File: config.mk
export PLATFORM = sky130hd
export DESIGN_NAME = gms_ram
export DESIGN_NICKNAME = d
export VERILOG_FILES = /design/src/gms_ram.sv
export SDC_FILE = /design/constraint.sdc
export NUM_CORES = 1
export LEC_CHECK = 0
export ABC_AREA = 1
export BUFFER_PORTS_ARGS = -buffer_cell sky130_fd_sc_hd__buf_2
export CAP_MARGIN = 25
export CORE_MARGIN = 10
export CORE_UTILIZATION = 60
export DETAILED_ROUTE_END_ITERATION = 10
export PLACE_DENSITY = 0.78
export SYNTH_ARGS = -nofsm -noshare
export SYNTH_HDL_FRONTEND = slang
export SYNTH_SLANG_ARGS = --single-unit
File: constraint.sdc
create_clock -name clock -period 2.3 [get_ports clock]
set_input_delay 0.115 -clock clock [delete_from_list [all_inputs] [get_ports clock]]
set_output_delay 0.115 -clock clock [all_outputs]
set_load 0.1 [all_outputs]
File: src/gms_ram.sv
// Generic single-write, single-read RAM with registered read data.
module gms_ram #(
   parameter int WIDTH = 8,
   parameter int DEPTH = 16
) (
   input  logic                     clock,
   input  logic                     wr_en,
   input  logic [$clog2(DEPTH)-1:0] wr_addr,
   input  logic [WIDTH-1:0]         wr_data,
   input  logic [$clog2(DEPTH)-1:0] rd_addr,
   output logic [WIDTH-1:0]         rd_data
);
   logic [WIDTH-1:0] mem_ff [DEPTH];

   always_ff @(posedge clock) begin
      if (wr_en) begin
         mem_ff[wr_addr] <= wr_data;
      end
      rd_data <= mem_ff[rd_addr];
   end
endmodule

==> results.toml <==
[run_status]
status = "complete, no violations"

[logic_synthesis]
yosysMostFrequentCell = "nand2_1"
synth-edff-count = 128
synth-main-ff-cell = "edfxtp_1"
syn_inst = 551
syn_nets = 569
synthTopCellsByCount = "nand2_1 (173), edfxtp_1 (128), inv_1 (100), nand3_1 (97), nor2_1 (17)"
synth_area_um2 = 5767
synth_top_area_share_pct = 66.65
avgSynthCellArea_um2 = 10.47
synth_cell_type_count = 12
seq_area_frac_synth_pct = 69.43
synth_area_leaders = "edfxtp_1 (67%), nand2_1 (11%), nand3_1 (8.4%), inv_1 (6.5%), dfxtp_1 (2.8%)"
yosysTopAreaCell = "edfxtp_1"
yosys_warnings = 0
ys_seq_elements = 136
ys_async_sr_fraction_pct = 0

[finish]
drive_above_1_share_pct = 9.864
multi_input_area_um2 = 1214
nets = 593
antennaDiodeCount = 0
nFillCells = 672
area_growth_pct = 12.24
ff_latch_area_um2 = 4004
final_cells = 717
fin_area_um2 = 6472

[drt]
vias_per_cell = 5.397
post_drt_wl_per_cell_um = 17.26
routed_wl_mm = 12.38
first_iter_violations = 393
dr.pass1.iters = 6
vias = 3870
drc = 0
ant_nets = 0

[grt]
grt_overflow = 0
antenna_found_initial = 0
grtUsageTotal_pct = 18.29
grt_pass1_vias = 3720
grt_max_degree = 65
grt_pass1_wl_mm = 19.74

[floorplanning]
rows = 35
core_um2 = 9284
initial_core_util_pct = 62.12
die_w_um = 118.0
die_area_um2 = 13930
io_pins = 26
fp.dieH_um = 118.0

[setup_path]
crit_type = "reg -> out"
r2r_end = "rd_data[5]"
ff2ff_path_depth = 6
crit_buf_inv = 1
critical_path_arrival_ns = 1.32
worstSetupEndpointType = "output port"
reg2reg_from = "mem_ff[7][5]"
crit_slowest_cell = "buf_2"
crit_fanout = 1
worst-r2r-setup-slack_ns = 1.24
required_ns = 2.18
cpPeakStageDelay_ns = 0.45
path_cells = "buf_2"
critPathTopFamily = "buffers and inverters"
start_kind = "flip-flop"

[pwr]
pwr-share-seq_pct = 49.2
p_leak_nw = 2.803
p_clk_share_pct = 43.0
pwr-share-comb_pct = 7.7
p_sw_mw = 1.306
ir_worst_vdd_mv = 0.6157
swShare_pct = 23.04
p_per_area_nw_per_um2 = 876.0
intPower_mw = 4.364

[place]
place_hpwl_mm = 7.685
dpl.cell_count = 684
portBuffers = 25
gp_congestion = 0.8523
place_ws_ns = 0.7242
placed_area_um2 = 5922

[timing]
hold_viol_final = 0
min_period_over_period_pct = 62.45
clock.fmax_mhz = 696.2
final.min_clock_period_ns = 1.436
finClkSkew_ns = 0.007041
setup_slack_ns = 0.8636
slew_violations = 0
max_slew_margin_pct = 42.57
worstMarginPinSlew_ns = 0.8583
grt_setup_unrepaired = "false"
fin_tns_setup_ns = 0
setup_viol = 0

[hold_path]
whs_endpoint = "mem_ff[5][1]"
holdPathStages = 1
hold_class = "in -> reg"
min_from = "wr_data[1]"

[cts]
cts_tree = "built"
clk_pin_slew_ns = 0.06
clock_latency_ns = 0.51
cts_hold_buf = 1
cts_buffer_depth = 2
clock-sinks = 136
cts_resized = 0
cts_setup_buffers = 0
clock_tree.root_cell = "clkbuf_8"
h-tree-depth = 4
cts_inserted_buffers = 17

[flow_run]
max_cap_violations = 0
==> area by class of cell <==
| type | instances | share of cell area [%] |
|---|---|---|
| Sequential cell | 136 | 61.86 |
| Tap cell | 129 | 2.494 |
| Timing Repair Buffer | 29 | 2.629 |
| Clock inverter | 10 | 1.199 |
| Inverter | 102 | 5.915 |
| Clock buffer | 22 | 7.153 |
| Multi-Input combinational cell | 289 | 18.75 |
==> cell usage in the layout, fill, tap and decap left out <==
cell type / instances
clkbuf_8: 4
dlygate4sd3_1: 1
clkbuf_16: 16
nand2_1: 173
dfxtp_1: 8
inv_1: 100
nand3b_1: 2
clkinv_2: 5
inv_2: 2
clkbuf_1: 2
buf_4: 2
clkinv_1: 2
edfxtp_1: 128
buf_2: 25
bufinv_16: 1
clkinvlp_4: 2
buf_12: 1
nor2_1: 17
nand3_1: 97
==> kinds of logic (layout without fill, tap and decap cells) <==
family                 count (synthesis)  after routing  share of synthesized area (%)
buffers and inverters                126            163                          9.525
DFF                                  136            136                          69.43
and+or+nand+nor                      289            289                          21.05
==> worst max-delay path by stage <==
stage	from	to	slack [ns]	depth (start not counted)
2_1_floorplan	wr_addr[2]	mem_ff[10][0]	1.23	2
3_3_place_gp	wr_addr[2]	mem_ff[9][4]	0.75	3
3_5_place_dp	wr_addr[2]	mem_ff[9][6]	0.72	3
4_1_cts	rd_data[3]	rd_data[3]	0.84	1
5_1_grt	rd_data[3]	rd_data[3]	0.82	1
6_report	rd_data[3]	rd_data[3]	0.86	1
==> layer usage <==
layer,vias up,part of all wire (%),global-route usage [%]
li1,1824,-,-
met1,1840,39,22.30
met2,178,51,30.70
met3,28,7.2,3.837
met4,0,2.3,7.883
met5,-,0,0
==> state kept, by name, indices dropped and copies added, names as in the netlist <==
signal	flops
rd_data	8
mem_ff	128
==> power by group through the flow <==
stage	combinational (mW)	sequential [mW]	clock, mW
final	0.439	2.79	2.44
after global routing	0.474	2.79	2.57
after CTS	0.438	2.79	2.45
after detailed placement	0.433	2.84	0
after global placement	0.429	2.84	0
after floorplan	0.195	2.95	0
==> through the flow <==
step                      hold WS (ns)  power [mW]  utilization, %
final                          0.02860       5.670           69.72
after global placement          0.4760       3.268           63.79
after floorplan                 0.2139       3.149               -
after detailed placement        0.4785       3.275           63.79
after global routing           0.01462       5.842           69.72
after CTS                     0.009693       5.676           69.72
==> worst register-to-register path: stages, from the launching register on <==
cell	delay, ns
edfxtp_1	0.40
inv_1	0.07
nand2_1	0.05
nand3_1	0.12
nand3_1	0.08
nand3_1	0.15
nand2_1	0.08
Power figures use the tool's default switching activity.
